===== src/hw/rtl/bpw_pkg.sv =====
`timescale 1ns / 1ps
// ----------------------------------------------------------------------------
// Banked pixel writer package
// Shared widths, format and opcode codes, register indexes and the structs
// that travel between the palette unit, the address unit and the top level.
// ----------------------------------------------------------------------------
package bpw_pkg;

    // Field widths of one input word
    localparam int FIELD_COORD_W = 12;
    localparam int COLOR_W       = 8;
    localparam int PAL_IDX_W     = 4;
    localparam int PAL_COMP_W    = 6;
    localparam int PAL_ENTRY_W   = 3 * PAL_COMP_W;
    localparam int PAL_ENTRIES   = 16;

    // Field widths of one result word
    localparam int BANK_W  = 16;
    localparam int OFFS_W  = 16;
    localparam int DATA_W  = 24;
    localparam int COUNT_W = 2;

    // Stream widths
    localparam int S_TDATA_W = 56;
    localparam int M_TDATA_W = 64;

    // Configuration register widths
    localparam int FMT_W      = 3;
    localparam int WIDTH_W    = 13;
    localparam int LINE_W     = 15;
    localparam int WSHIFT_W   = 5;
    localparam int CFG_ADDR_W = 2;
    localparam int CFG_DATA_W = 15;

    // Default coordinate width
    localparam int COORD_BITS_DEF = 12;

    // Window shift limits
    localparam logic [WSHIFT_W-1:0] WSHIFT_MIN = 5'd10;
    localparam logic [WSHIFT_W-1:0] WSHIFT_MAX = 5'd16;

    // Pixel format codes
    localparam logic [FMT_W-1:0] FMT_4BPP  = 3'd0;
    localparam logic [FMT_W-1:0] FMT_8BPP  = 3'd1;
    localparam logic [FMT_W-1:0] FMT_15BPP = 3'd2;
    localparam logic [FMT_W-1:0] FMT_16BPP = 3'd3;
    localparam logic [FMT_W-1:0] FMT_24BPP = 3'd4;
    localparam logic [FMT_W-1:0] FMT_32BPP = 3'd5;
    localparam logic [FMT_W-1:0] FMT_LAST  = FMT_32BPP;

    // Opcodes
    localparam logic OP_PIXEL   = 1'b0;
    localparam logic OP_PALETTE = 1'b1;

    // Configuration register indexes
    localparam logic [CFG_ADDR_W-1:0] CFG_PIXEL_FORMAT = 2'd0;
    localparam logic [CFG_ADDR_W-1:0] CFG_SCREEN_WIDTH = 2'd1;
    localparam logic [CFG_ADDR_W-1:0] CFG_LINE_BYTES   = 2'd2;
    localparam logic [CFG_ADDR_W-1:0] CFG_WINDOW_SHIFT = 2'd3;

    // Reset values of the configuration registers
    localparam logic [FMT_W-1:0]    FMT_RST    = FMT_8BPP;
    localparam logic [WIDTH_W-1:0]  WIDTH_RST  = 13'd640;
    localparam logic [LINE_W-1:0]   LINE_RST   = 15'd320;
    localparam logic [WSHIFT_W-1:0] WSHIFT_RST = 5'd16;

    // Byte counts
    localparam logic [COUNT_W-1:0] COUNT_ONE   = 2'd1;
    localparam logic [COUNT_W-1:0] COUNT_TWO   = 2'd2;
    localparam logic [COUNT_W-1:0] COUNT_THREE = 2'd3;

    // Palette entry write request
    typedef struct packed {
        logic                   en;
        logic [PAL_IDX_W-1:0]   idx;
        logic [PAL_ENTRY_W-1:0] entry;
    } pal_wr_t;

    // Bytes to store for one pixel
    typedef struct packed {
        logic [DATA_W-1:0]  data;
        logic [COUNT_W-1:0] count;
    } pix_data_t;

    // Bank and offset of one pixel
    typedef struct packed {
        logic [BANK_W-1:0] bank;
        logic [OFFS_W-1:0] offset;
    } pix_addr_t;

endpackage


===== src/hw/rtl/bpw_palette.sv =====
`timescale 1ns / 1ps
// ----------------------------------------------------------------------------
// Banked pixel writer palette unit
// Holds the 16-entry RGB palette, takes entry writes and expands a pixel
// color into the bytes to store for the current pixel format.
// ----------------------------------------------------------------------------
module bpw_palette (
    input  logic                          aclk,
    input  logic                          aresetn,
    input  bpw_pkg::pal_wr_t              pal_wr,
    input  logic [bpw_pkg::COLOR_W-1:0]   color,
    input  logic [bpw_pkg::FMT_W-1:0]     pixel_format,
    output bpw_pkg::pix_data_t            pix_data
);

    logic [bpw_pkg::PAL_ENTRY_W-1:0] pal_mem_reg [bpw_pkg::PAL_ENTRIES];

    logic [bpw_pkg::COLOR_W-1:0]     idx_adj;
    logic [bpw_pkg::PAL_IDX_W-1:0]   rd_idx;
    logic [bpw_pkg::PAL_ENTRY_W-1:0] entry;
    logic [bpw_pkg::PAL_COMP_W-1:0]  red, green, blue;
    logic                            above_seven;

    // Palette storage, cleared by reset
    always_ff @(posedge aclk) begin
        if (!aresetn) begin
            for (int i = 0; i < bpw_pkg::PAL_ENTRIES; i++) begin
                pal_mem_reg[i] <= '0;
            end
        end else if (pal_wr.en) begin
            pal_mem_reg[pal_wr.idx] <= pal_wr.entry;
        end
    end

    // Read index: the 15/16 bpp formats index with color minus seven above seven
    assign above_seven = (color > 8'd7);
    assign idx_adj     = above_seven ? (color - 8'd7) : color;

    always_comb begin
        if (pixel_format == bpw_pkg::FMT_24BPP || pixel_format == bpw_pkg::FMT_32BPP) begin
            rd_idx = color[bpw_pkg::PAL_IDX_W-1:0];
        end else begin
            rd_idx = idx_adj[bpw_pkg::PAL_IDX_W-1:0];
        end
    end

    assign entry = pal_mem_reg[rd_idx];
    assign red   = entry[17:12];
    assign green = entry[11:6];
    assign blue  = entry[5:0];

    // Expand the entry into the stored bytes
    always_comb begin
        case (pixel_format)
            bpw_pkg::FMT_15BPP: begin
                pix_data.data  = {9'd0, red[4:0], green[4:0], blue[4:0]};
                pix_data.count = bpw_pkg::COUNT_TWO;
            end
            bpw_pkg::FMT_16BPP: begin
                if (above_seven) begin
                    pix_data.data = {9'd0, red[3:0], 1'b0, green[3:0], 1'b0,
                                     blue[3:0], 1'b0};
                end else begin
                    pix_data.data = {9'd0, red[4:0], green[4:0], blue[4:0]};
                end
                pix_data.count = bpw_pkg::COUNT_TWO;
            end
            bpw_pkg::FMT_24BPP, bpw_pkg::FMT_32BPP: begin
                pix_data.data  = {blue, 2'b00, green, 2'b00, red, 2'b00};
                pix_data.count = bpw_pkg::COUNT_THREE;
            end
            default: begin
                pix_data.data  = {16'd0, color};
                pix_data.count = bpw_pkg::COUNT_ONE;
            end
        endcase
    end

endmodule


===== src/hw/rtl/bpw_addr.sv =====
`timescale 1ns / 1ps
// ----------------------------------------------------------------------------
// Banked pixel writer address unit
// Forms the pixel byte address from row, column and line geometry, then
// splits it into a window bank number and an offset inside the window.
// ----------------------------------------------------------------------------
module bpw_addr #(
    parameter int COORD_BITS = bpw_pkg::COORD_BITS_DEF
) (
    input  logic [bpw_pkg::FIELD_COORD_W-1:0] pos_x,
    input  logic [bpw_pkg::FIELD_COORD_W-1:0] pos_y,
    input  logic [bpw_pkg::FMT_W-1:0]         pixel_format,
    input  logic [bpw_pkg::WIDTH_W-1:0]       screen_width,
    input  logic [bpw_pkg::LINE_W-1:0]        line_bytes,
    input  logic [bpw_pkg::WSHIFT_W-1:0]      window_shift,
    output bpw_pkg::pix_addr_t                pix_addr
);

    // Coordinates are cut to COORD_BITS, never wider than the field
    localparam int CW     = (COORD_BITS < bpw_pkg::FIELD_COORD_W) ?
                            COORD_BITS : bpw_pkg::FIELD_COORD_W;
    localparam int ADDR_W = CW + bpw_pkg::LINE_W + 1;
    localparam int MASK_W = bpw_pkg::OFFS_W + 1;

    logic [CW-1:0]                 x_c, y_c;
    logic [bpw_pkg::LINE_W-1:0]    row_len;
    logic [ADDR_W-1:0]             prod, lin, addr, addr_shr;
    logic [bpw_pkg::WSHIFT_W-1:0]  sh;
    logic [MASK_W-1:0]             mask;

    assign x_c = pos_x[CW-1:0];
    assign y_c = pos_y[CW-1:0];

    // Row length: line bytes for 4 bpp, pixels per line otherwise
    assign row_len = (pixel_format == bpw_pkg::FMT_4BPP) ? line_bytes :
                     bpw_pkg::LINE_W'(screen_width);

    assign prod = ADDR_W'(y_c) * ADDR_W'(row_len);
    assign lin  = prod + ADDR_W'(x_c);

    // Scale to bytes per pixel
    always_comb begin
        case (pixel_format)
            bpw_pkg::FMT_4BPP:  addr = lin >> 1;
            bpw_pkg::FMT_15BPP,
            bpw_pkg::FMT_16BPP: addr = {lin[ADDR_W-2:0], 1'b0};
            bpw_pkg::FMT_24BPP: addr = lin + {lin[ADDR_W-2:0], 1'b0};
            bpw_pkg::FMT_32BPP: addr = {lin[ADDR_W-3:0], 2'b00};
            default:            addr = lin;
        endcase
    end

    // Clamp the window shift to its legal range
    always_comb begin
        if (window_shift < bpw_pkg::WSHIFT_MIN) begin
            sh = bpw_pkg::WSHIFT_MIN;
        end else if (window_shift > bpw_pkg::WSHIFT_MAX) begin
            sh = bpw_pkg::WSHIFT_MAX;
        end else begin
            sh = window_shift;
        end
    end

    // Bank number and offset inside the window
    assign addr_shr        = addr >> sh;
    assign mask            = (MASK_W'(1) << sh) - MASK_W'(1);
    assign pix_addr.bank   = addr_shr[bpw_pkg::BANK_W-1:0];
    assign pix_addr.offset = addr[bpw_pkg::OFFS_W-1:0] & mask[bpw_pkg::OFFS_W-1:0];

endmodule


===== src/hw/rtl/banked_pixel_writer_core.sv =====
`timescale 1ns / 1ps
// A result word passes from the input register through the result word register to m_tdata.
// One word per cycle while m_tready is high; the input register feeds the address multiply,
// the palette lookup and the window split, all in the single stage before the output register.
// Palette writes and pixels in an unused format give no result and never wait on the output.
// Reset (aresetn low, synchronous) clears both valid flags, loads the register defaults
// and zeroes all 16 palette entries at once; the block is ready right after reset.
// ----------------------------------------------------------------------------
// Banked pixel writer core
// Converts pixel writes into bank, window offset and store bytes for a
// banked framebuffer, and loads palette entries from palette write words.
// ----------------------------------------------------------------------------
module banked_pixel_writer_core #(
    parameter int COORD_BITS = bpw_pkg::COORD_BITS_DEF
) (
    input  logic                               aclk,
    input  logic                               aresetn,
    // Configuration write port
    input  logic                               cfg_wr_en,
    input  logic [bpw_pkg::CFG_ADDR_W-1:0]     cfg_addr,
    input  logic [bpw_pkg::CFG_DATA_W-1:0]     cfg_wr_data,
    // Input stream
    input  logic                               s_tvalid,
    output logic                               s_tready,
    // pos_x[11:0], pos_y[23:12], color[31:24], pal_index[35:32],
    // pal_red[41:36], pal_green[47:42], pal_blue[53:48], zero[55:54]
    input  logic [bpw_pkg::S_TDATA_W-1:0]      s_tdata,
    // opcode[0]
    input  logic                               s_tuser,
    // Result stream
    output logic                               m_tvalid,
    input  logic                               m_tready,
    // bank[15:0], offset[31:16], write_data[55:32], byte_count[57:56], zero[63:58]
    output logic [bpw_pkg::M_TDATA_W-1:0]      m_tdata
);

    logic [bpw_pkg::FMT_W-1:0]     fmt_reg;
    logic [bpw_pkg::WIDTH_W-1:0]   width_reg;
    logic [bpw_pkg::LINE_W-1:0]    line_reg;
    logic [bpw_pkg::WSHIFT_W-1:0]  wshift_reg;

    logic                          in_valid_reg, in_valid_next;
    logic [bpw_pkg::S_TDATA_W-1:0] in_data_reg;
    logic                          in_op_reg;
    logic                          out_valid_reg, out_valid_next;
    logic [bpw_pkg::M_TDATA_W-1:0] out_data_reg;

    logic                          in_has_result;
    logic                          out_load_ok;
    logic                          out_load;
    logic                          in_adv;
    logic                          s_accept;
    bpw_pkg::pal_wr_t              pal_wr;
    bpw_pkg::pix_data_t            pix_data;
    bpw_pkg::pix_addr_t            pix_addr;

    // Configuration registers
    always_ff @(posedge aclk) begin
        if (!aresetn) begin
            fmt_reg    <= bpw_pkg::FMT_RST;
            width_reg  <= bpw_pkg::WIDTH_RST;
            line_reg   <= bpw_pkg::LINE_RST;
            wshift_reg <= bpw_pkg::WSHIFT_RST;
        end else if (cfg_wr_en) begin
            case (cfg_addr)
                bpw_pkg::CFG_PIXEL_FORMAT: fmt_reg    <= cfg_wr_data[bpw_pkg::FMT_W-1:0];
                bpw_pkg::CFG_SCREEN_WIDTH: width_reg  <= cfg_wr_data[bpw_pkg::WIDTH_W-1:0];
                bpw_pkg::CFG_LINE_BYTES:   line_reg   <= cfg_wr_data[bpw_pkg::LINE_W-1:0];
                bpw_pkg::CFG_WINDOW_SHIFT: wshift_reg <= cfg_wr_data[bpw_pkg::WSHIFT_W-1:0];
                default: ;
            endcase
        end
    end

    // Handshake between the input register and the output register
    assign in_has_result = in_valid_reg && (in_op_reg == bpw_pkg::OP_PIXEL) &&
                           (fmt_reg <= bpw_pkg::FMT_LAST);
    assign out_load_ok   = !out_valid_reg || m_tready;
    assign out_load      = in_has_result && out_load_ok;
    assign in_adv        = in_valid_reg && (!in_has_result || out_load_ok);
    assign s_tready      = !in_valid_reg || in_adv;
    assign s_accept      = s_tvalid && s_tready;

    always_comb begin
        in_valid_next = in_valid_reg;
        if (s_accept) begin
            in_valid_next = 1'b1;
        end else if (in_adv) begin
            in_valid_next = 1'b0;
        end
    end

    always_comb begin
        out_valid_next = out_valid_reg;
        if (out_load) begin
            out_valid_next = 1'b1;
        end else if (m_tready) begin
            out_valid_next = 1'b0;
        end
    end

    always_ff @(posedge aclk) begin
        if (!aresetn) begin
            in_valid_reg  <= 1'b0;
            out_valid_reg <= 1'b0;
        end else begin
            in_valid_reg  <= in_valid_next;
            out_valid_reg <= out_valid_next;
        end
    end

    // Input word register
    always_ff @(posedge aclk) begin
        if (s_accept) begin
            in_data_reg <= s_tdata;
            in_op_reg   <= s_tuser;
        end
    end

    // Palette entry write when a palette word leaves the input register
    assign pal_wr.en    = in_adv && (in_op_reg == bpw_pkg::OP_PALETTE);
    assign pal_wr.idx   = in_data_reg[35:32];
    assign pal_wr.entry = {in_data_reg[41:36], in_data_reg[47:42], in_data_reg[53:48]};

    bpw_palette u_palette (
        .aclk         (aclk),
        .aresetn      (aresetn),
        .pal_wr       (pal_wr),
        .color        (in_data_reg[31:24]),
        .pixel_format (fmt_reg),
        .pix_data     (pix_data)
    );

    bpw_addr #(
        .COORD_BITS (COORD_BITS)
    ) u_addr (
        .pos_x        (in_data_reg[11:0]),
        .pos_y        (in_data_reg[23:12]),
        .pixel_format (fmt_reg),
        .screen_width (width_reg),
        .line_bytes   (line_reg),
        .window_shift (wshift_reg),
        .pix_addr     (pix_addr)
    );

    // Result word register
    always_ff @(posedge aclk) begin
        if (out_load) begin
            out_data_reg <= {6'd0, pix_data.count, pix_data.data,
                             pix_addr.offset, pix_addr.bank};
        end
    end

    assign m_tvalid = out_valid_reg;
    assign m_tdata  = out_data_reg;

    // A palette word never loads a result
    a_pal_no_result: assert property (@(posedge aclk) disable iff (!aresetn)
        !(pal_wr.en && out_load))
        else $error("palette write loaded a result word");

    // A valid result always stores at least one byte
    a_count_nonzero: assert property (@(posedge aclk) disable iff (!aresetn)
        m_tvalid |-> (m_tdata[57:56] != 2'd0))
        else $error("result word with zero byte count");

    // Input stalls only behind a full, stalled output with a pixel waiting
    a_stall_cause: assert property (@(posedge aclk) disable iff (!aresetn)
        !s_tready |-> (in_has_result && out_valid_reg && !m_tready))
        else $error("input stalled without a stalled result");

    // An accepted pixel that can move reaches the output register next cycle
    a_pixel_moves: assert property (@(posedge aclk) disable iff (!aresetn)
        out_load |=> m_tvalid)
        else $error("loaded result not presented");

endmodule

===== config.mk =====
export PLATFORM = sky130hd
export DESIGN_NAME = banked_pixel_writer_core
export DESIGN_NICKNAME = d
export VERILOG_FILES = /design/src/hw/rtl/bpw_pkg.sv /design/src/hw/rtl/bpw_palette.sv /design/src/hw/rtl/bpw_addr.sv /design/src/hw/rtl/banked_pixel_writer_core.sv
export SDC_FILE = /design/constraint.sdc
export NUM_CORES = 1
export LEC_CHECK = 0
export BUFFER_PORTS_ARGS = -buffer_cell sky130_fd_sc_hd__buf_2
export CAP_MARGIN = 10
export CORE_MARGIN = 8
export CORE_UTILIZATION = 57
export CTS_CLUSTER_SIZE = 24
export DETAILED_ROUTE_END_ITERATION = 10
export PLACE_DENSITY = 0.81
export SYNTH_ARGS = -nofsm -noshare
export SYNTH_HDL_FRONTEND = slang
export SYNTH_SLANG_ARGS = --single-unit

===== constraint.sdc =====
create_clock -name aclk -period 8.6 [get_ports aclk]
set_input_delay 0.43 -clock aclk [delete_from_list [all_inputs] [get_ports aclk]]
set_output_delay 0.43 -clock aclk [all_outputs]
set_load 0.05 [all_outputs]

# == Word-level counts from Yosys, hierarchy flattened ==
# Memories as Yosys holds them, arrays and structs flattened.
# Cells that the tools add are included.
# word_totals
inputBits,79
out_inout_bits,66
ff_bits,151
n_memories,1
word_cells,73
ram_bits,288
# mem_list
name,words,word_bits,rd,rd_ports_with_merged_regs,wr,line,rtl
u_palette.pal_mem_reg,16,18,1,0,16,bpw_palette.sv:16,logic [bpw_pkg::PAL_ENTRY_W-1:0] pal_mem_reg [bpw_pkg::PAL_ENTRIES];
# classes
magnitude_cmp,4
n_shift,2
n_reduce_logical,24
add_sub_neg,4
mux,19
n_mul,1
bitwise,2
eq_ne,7
# ops
cell,count
28-bit case mux with 4 select lines,1
26-bit case mux with 3 select lines,1
15-bit two-way mux,2
27-bit by 12-bit adder with 28-bit output,1
28-bit adder,1
28-bit by 5-bit right shift with 16-bit output,1
12-bit by 15-bit multiplier with 27-bit output,1
18-bit two-way mux,1
18-bit OR reduction,1
16-bit AND,1
1-bit by 5-bit left shift with 16-bit output (first input constant),1
16-bit by 2-bit subtractor with 16-bit output (second input constant),1
4-bit two-way mux,3
5-bit two-way mux,2
1-bit two-way mux,9
8-bit by 3-bit > comparator with 1-bit output (second input constant),1
2-bit AND reduction,4
3-bit by 2-bit equality test with 1-bit output (second input constant),2
3-bit equality test (second input constant),2
1-bit logical AND,6
5-bit > comparator (second input constant),1
5-bit by 4-bit < comparator with 1-bit output (second input constant),1
2-bit equality test (second input constant),2
1-bit logical OR,4
other kinds (9),13

# == Longest topological paths before layout ==
# logic_depth
depth_word,12
depth_mapped,40
mapped_depth_nobuf,34

# == By module ==
# A second synthesis with hierarchy kept.
# unflattened
cells_unflattened,2999
hier_area_um2,30444.2
# modules_own_cells
mod,cells_each,instances,seq_area_each_um2,area_each_um2
bpw_palette,1355,1,8648.3,15289.7
bpw_addr,1373,1,0.0,10367.4
banked_pixel_writer_core,271,1,4154.0,4787.1

# == Worst setup path after synthesis ==
# Ideal clock, no wire load.
# synth_path
kind,register to register
start,reg fmt_reg[2] in the netlist's numbering
end,"reg out_data_reg, in the netlist m_tdata[13], data pin"
path_buffers,6
t_arrival_ns,8.713
synth_period_minus_slack_ns,8.980
path_slack_ns,-0.380
path_stages_with_launch,39
required_ns,8.333
setup_time_ns,0.267
cell_sequence,dfxtp_1 nor3_1 clkbuf_1 clkbuf_1 clkbuf_1 clkbuf_1 nand2_1 nand2_1 clkbuf_1 nand2_1 fa_1 inv_1 fa_1 inv_1 fa_1 inv_1 fa_1 inv_1 [3 not listed] a21oi_1 o22a_1 and2_1 nand2_1 xor2_1 ha_1 clkbuf_1 a21oi_1 o211ai_1 a22oi_1 a21oi_1 or3_1 a32oi_1 a32o_2 mux2i_4 mux2_2 nor2_2 nor4_2
# synth_via
elab_chain_cells,7
word_cells_on_any_way,12
cone_classes,add/sub (2); mul (1); eq/ne (4); shift (1); mux (2); reduce/logical (2)
# synth_lines
item,line,rtl
start: declaration,banked_pixel_writer_core.sv:37,logic [bpw_pkg::FMT_W-1:0] fmt_reg;
start signal: assignment,banked_pixel_writer_core.sv:60,fmt_reg <= bpw_pkg::FMT_RST;
start signal: assignment,banked_pixel_writer_core.sv:66,bpw_pkg::CFG_PIXEL_FORMAT: fmt_reg <= cfg_wr_data[bpw_pkg::FMT_W-1:0];
3-bit logical NOT,"bpw_addr.sv:35, bpw_addr.sv:43",
15-bit two-way mux,bpw_addr.sv:35,assign row_len = (pixel_format == bpw_pkg::FMT_4BPP) ? line_bytes :
12-bit by 15-bit multiplier with 27-bit output,bpw_addr.sv:38,assign prod = ADDR_W'(y_c) * ADDR_W'(row_len);
27-bit by 12-bit adder with 28-bit output,bpw_addr.sv:39,assign lin = prod + ADDR_W'(x_c);
28-bit adder,bpw_addr.sv:47,"bpw_pkg::FMT_24BPP: addr = lin + {lin[ADDR_W-2:0], 1'b0};"
28-bit case mux with 4 select lines *,bpw_addr.sv:43,case (pixel_format)
28-bit by 5-bit right shift with 16-bit output *,bpw_addr.sv:65,assign addr_shr = addr >> sh;
end signal: assignment,banked_pixel_writer_core.sv:149,"out_data_reg <= {6'd0, pix_data.count, pix_data.data,"
end: declaration,banked_pixel_writer_core.sv:46,logic [bpw_pkg::M_TDATA_W-1:0] out_data_reg;
# Every way passes the cells marked *; elsewhere a longest branch is shown, timed or not.
# A chain may end at the register's enable or synchronous reset.

==> results.md <==
* Status: complete, no violations
* WP buf/inv at 7
* Hold EP: in_data_reg[12]
* Core area at 49900 µm²
* CP max stage delay at a little under 0.6 ns
* Synth top area share at 0.419
* Setup crit start: fmt_reg[2]
* Largest net degree at the start of global routing at 57
* CP most frequent cell: fa_1
* Finished Layout Cells at 3460
* RD Place Congestion at approximately 0.94
* Initial Util at 0.573
* RR Startpoint: fmt_reg[2]
* Delay-heaviest family, CP: adder cells
* CP arrival at a little under 9 ns
* Post-DP HPWL at around 53 mm
* Worst Tran Pin Value at 1.27 ns
* Pwr dens at about 310 nW/µm²
* Most frequent cell after synthesis: edfxtp_1
* Power after layout at slightly above 0.01 W
* Post-Route Setup TNS at 0 ns
* Yosys reg bits at 437
* CTS Buf Count at 47
* Total Wirelength at 78.1 mm
* Reg2Reg Setup Slack at 0.23 ns
* Layout fillers at 3623
* Worst Path Required at approximately 8.9 ns
* Metal2 WL at 39.5 mm
* HP Class: in -> reg
* Die width at approximately 240 µm
* Leading area contributor after synthesis: edfxtp_1
* H-tree levels at 2
* Critical path's slowest cell: fa_1
* Pre-antenna DRT Iters at 5
* Crit Path Class: reg -> reg
* Final Hold Viols at 0
* Total global-route track usage at 0.268
* MaxCap Viol Count at 0
* Primary FF master, synth: edfxtp_1
* Number of global-route vias before repair at 21474
* Async SR Flop Fraction at 0
* DR vias at roughly 21000
* Final setup vio count at 0
* Root buffer cell: clkbuf_16
* Largest register FFs at 288
* Routed len/inst at between 20 and 25 µm
* PortBufs at 134
* Post-synth EDFFs at 399
* Clock Path Buffers at 3
* Top cells by area, synth: edfxtp_1 (42%), fa_1 (10%), and2_1 (8.1%)
* Placed cell count at 3326
* Post-route ant nets at 0
* Pre-CTS setup slack at -0.0811 ns
* Syn. warnings at 0
* Die area at around 58000 µm²
* Clock skew at around 0.028 ns
* TritonCTS clock tree: yes
* DR WL met3 at between 5 and 6 mm
* Max layer used: met4
* Leakage power at 13.3 nW
* Remaining global-route overflow at 0
* Rows at 82
* Mapped Avg Cell Area at between 10 and 15 µm²
* Worst setup EP type: flip-flop
* First-pass GRT wire length at 120 mm
* RSZ-0062 raised after global routing: yes
* Crit path time final at around 8.4 ns
* Antenna diodes at 0
* WHS at 0.0237 ns
* Share of layout cells above drive strength 1 at 0.197
* # DRC at 0
* Peak Freq at 119 MHz
* Max transition margin at 0.147
* Final period util at 0.973
* CTS Sinks at 437
* Final Max Tran Viols at 0
* Initial antenna violation count at 0
* R2R cell count at 31
* DRT iter0 DRCs at between 2000 and 2500
* I/O Pins at 145
* Largest fanout on the critical path at 14
* Vias/cell at 6.10
* Clock slew at reported path FFs at 0.06 ns
* Critical Path Source Type: flip-flop
* Hold Path Depth at 1
* Worst-Skew Late Latency at ~0.6 ns
* Peak supply drop at 473 µV
* Post-synth top cells: edfxtp_1 (399), and2_1 (371), nand2_1 (334), inv_1 (170), fa_1 (143)
* RR Endpoint: m_tdata[7]
* Synth cell types at 100
* Final worst slack at roughly 0.23 ns
* Post-synthesis cell count at 2515
* Area Overhead vs Synth at 15.3%
* Min-delay src: s_tdata[12]
* Chip height at 240 µm
* Register area share after synthesis at 0.446
* Mapped Area at 28600 µm²
* Met1 wire length at 28.7 mm
* Nets at between 3000 and 4000
layout make-up:
type,count,area [µm²],share of cell area
Clock inverter,23,288,0.00873
Tap cell,672,841,0.0255
Multi-Input combinational cell,1749,14700,0.447
Inverter,172,646,0.0196
Timing Repair Buffer,345,2410,0.0731
Clock buffer,62,1300,0.0396
Sequential cell,437,12700,0.387
routing by layer:
metal,vias up,GRT usage
met1,10496,0.328
met3,221,0.0421
met4,0,0.117
met5,-,0
li1,9325,-
met2,1070,0.469
stage by stage:
step           instance area, µm²   util
5_1_grt                     32900  0.661
4_1_cts                     32600  0.653
3_5_place_dp                30600  0.614
3_3_place_gp                30600  0.614
6_report                    32900  0.661
2_1_floorplan               28600      -
repair_timing:
| item | in CTS | in global routing |
|---|---|---|
| pin swaps | 0 | 13 |
| hold buffers | 35 | 2 |
| resized for setup | 2 | 58 |
| hold endpoints to repair | 35 | 2 |
| endpoints found under the setup margin | 7 | 16 |
| cloned | 0 | 3 |
| setup buffers | 0 | 5 |
cell families (layout without fill, tap and decap cells):
group / count (synthesis) / after routing / synth area share
multiplexers: 100 / 100 / 0.0692
XOR/XNOR: 43 / 43 / 0.0144
buffers and inverters: 337 / 602 / 0.0506
other: 2 / 10 / 0.000263
AND/OR/NAND/NOR: 952 / 952 / 0.173
adder cells (fa/ha/maj): 252 / 252 / 0.148
AO/OA/AOI/OAI: 392 / 392 / 0.0989
flip-flops: 437 / 437 / 0.446
worst register-to-register path: cells and delay by family, from the launching register on:
family / cells / cell delay (ns)
AO/OA/AOI/OAI: 7 / 1.71
XOR/XNOR: 2 / 0.40
adder cells (fa/ha/maj): 7 / 3.12
buffers and inverters: 7 / 0.94
flip-flops: 1 / 0.31
AND/OR/NAND/NOR: 8 / 1.63
power by group:
| part | switching, W | internal [W] |
|---|---|---|
| Clock | 0.000872 | 0.00120 |
| Sequential | 0.0000734 | 0.00243 |
| Combinational | 0.00301 | 0.00250 |
| Total | 0.00395 | 0.00613 |
cells in the final DEF (no fill, tap or decap), types with 16 or more instances in the layout:
cell type,n
nand3_1,34
nor3_1,20
o21ai_0,38
fa_1,142
a21o_1,21
and3_1,27
buf_4,164
dlygate4sd3_1,37
a21boi_0,25
nor2_1,74
edfxtp_1,399
a22oi_1,21
inv_1,170
and2_1,370
buf_2,134
clkbuf_16,49
xnor2_1,19
a31oi_1,33
a21oi_1,65
nand2_1,323
ha_1,102
mux2i_1,19
nor2b_1,16
a211oi_1,24
o21ai_1,27
dfxtp_1,38
mux4_2,60
worst max-delay path by stage:
stage | end | slack (ns) | depth (start not counted)
2_1_floorplan | m_tdata[13] | 0.009 | 38
6_report | m_tdata[7] | 0.23 | 31
3_3_place_gp | m_tdata[10] | 0.02 | 31
3_5_place_dp | m_tdata[10] | -0.08 | 31
5_1_grt | m_tdata[13] | -0.09 | 33
4_1_cts | m_tdata[10] | 0.02 | 33
Power figures use the tool's default switching activity.
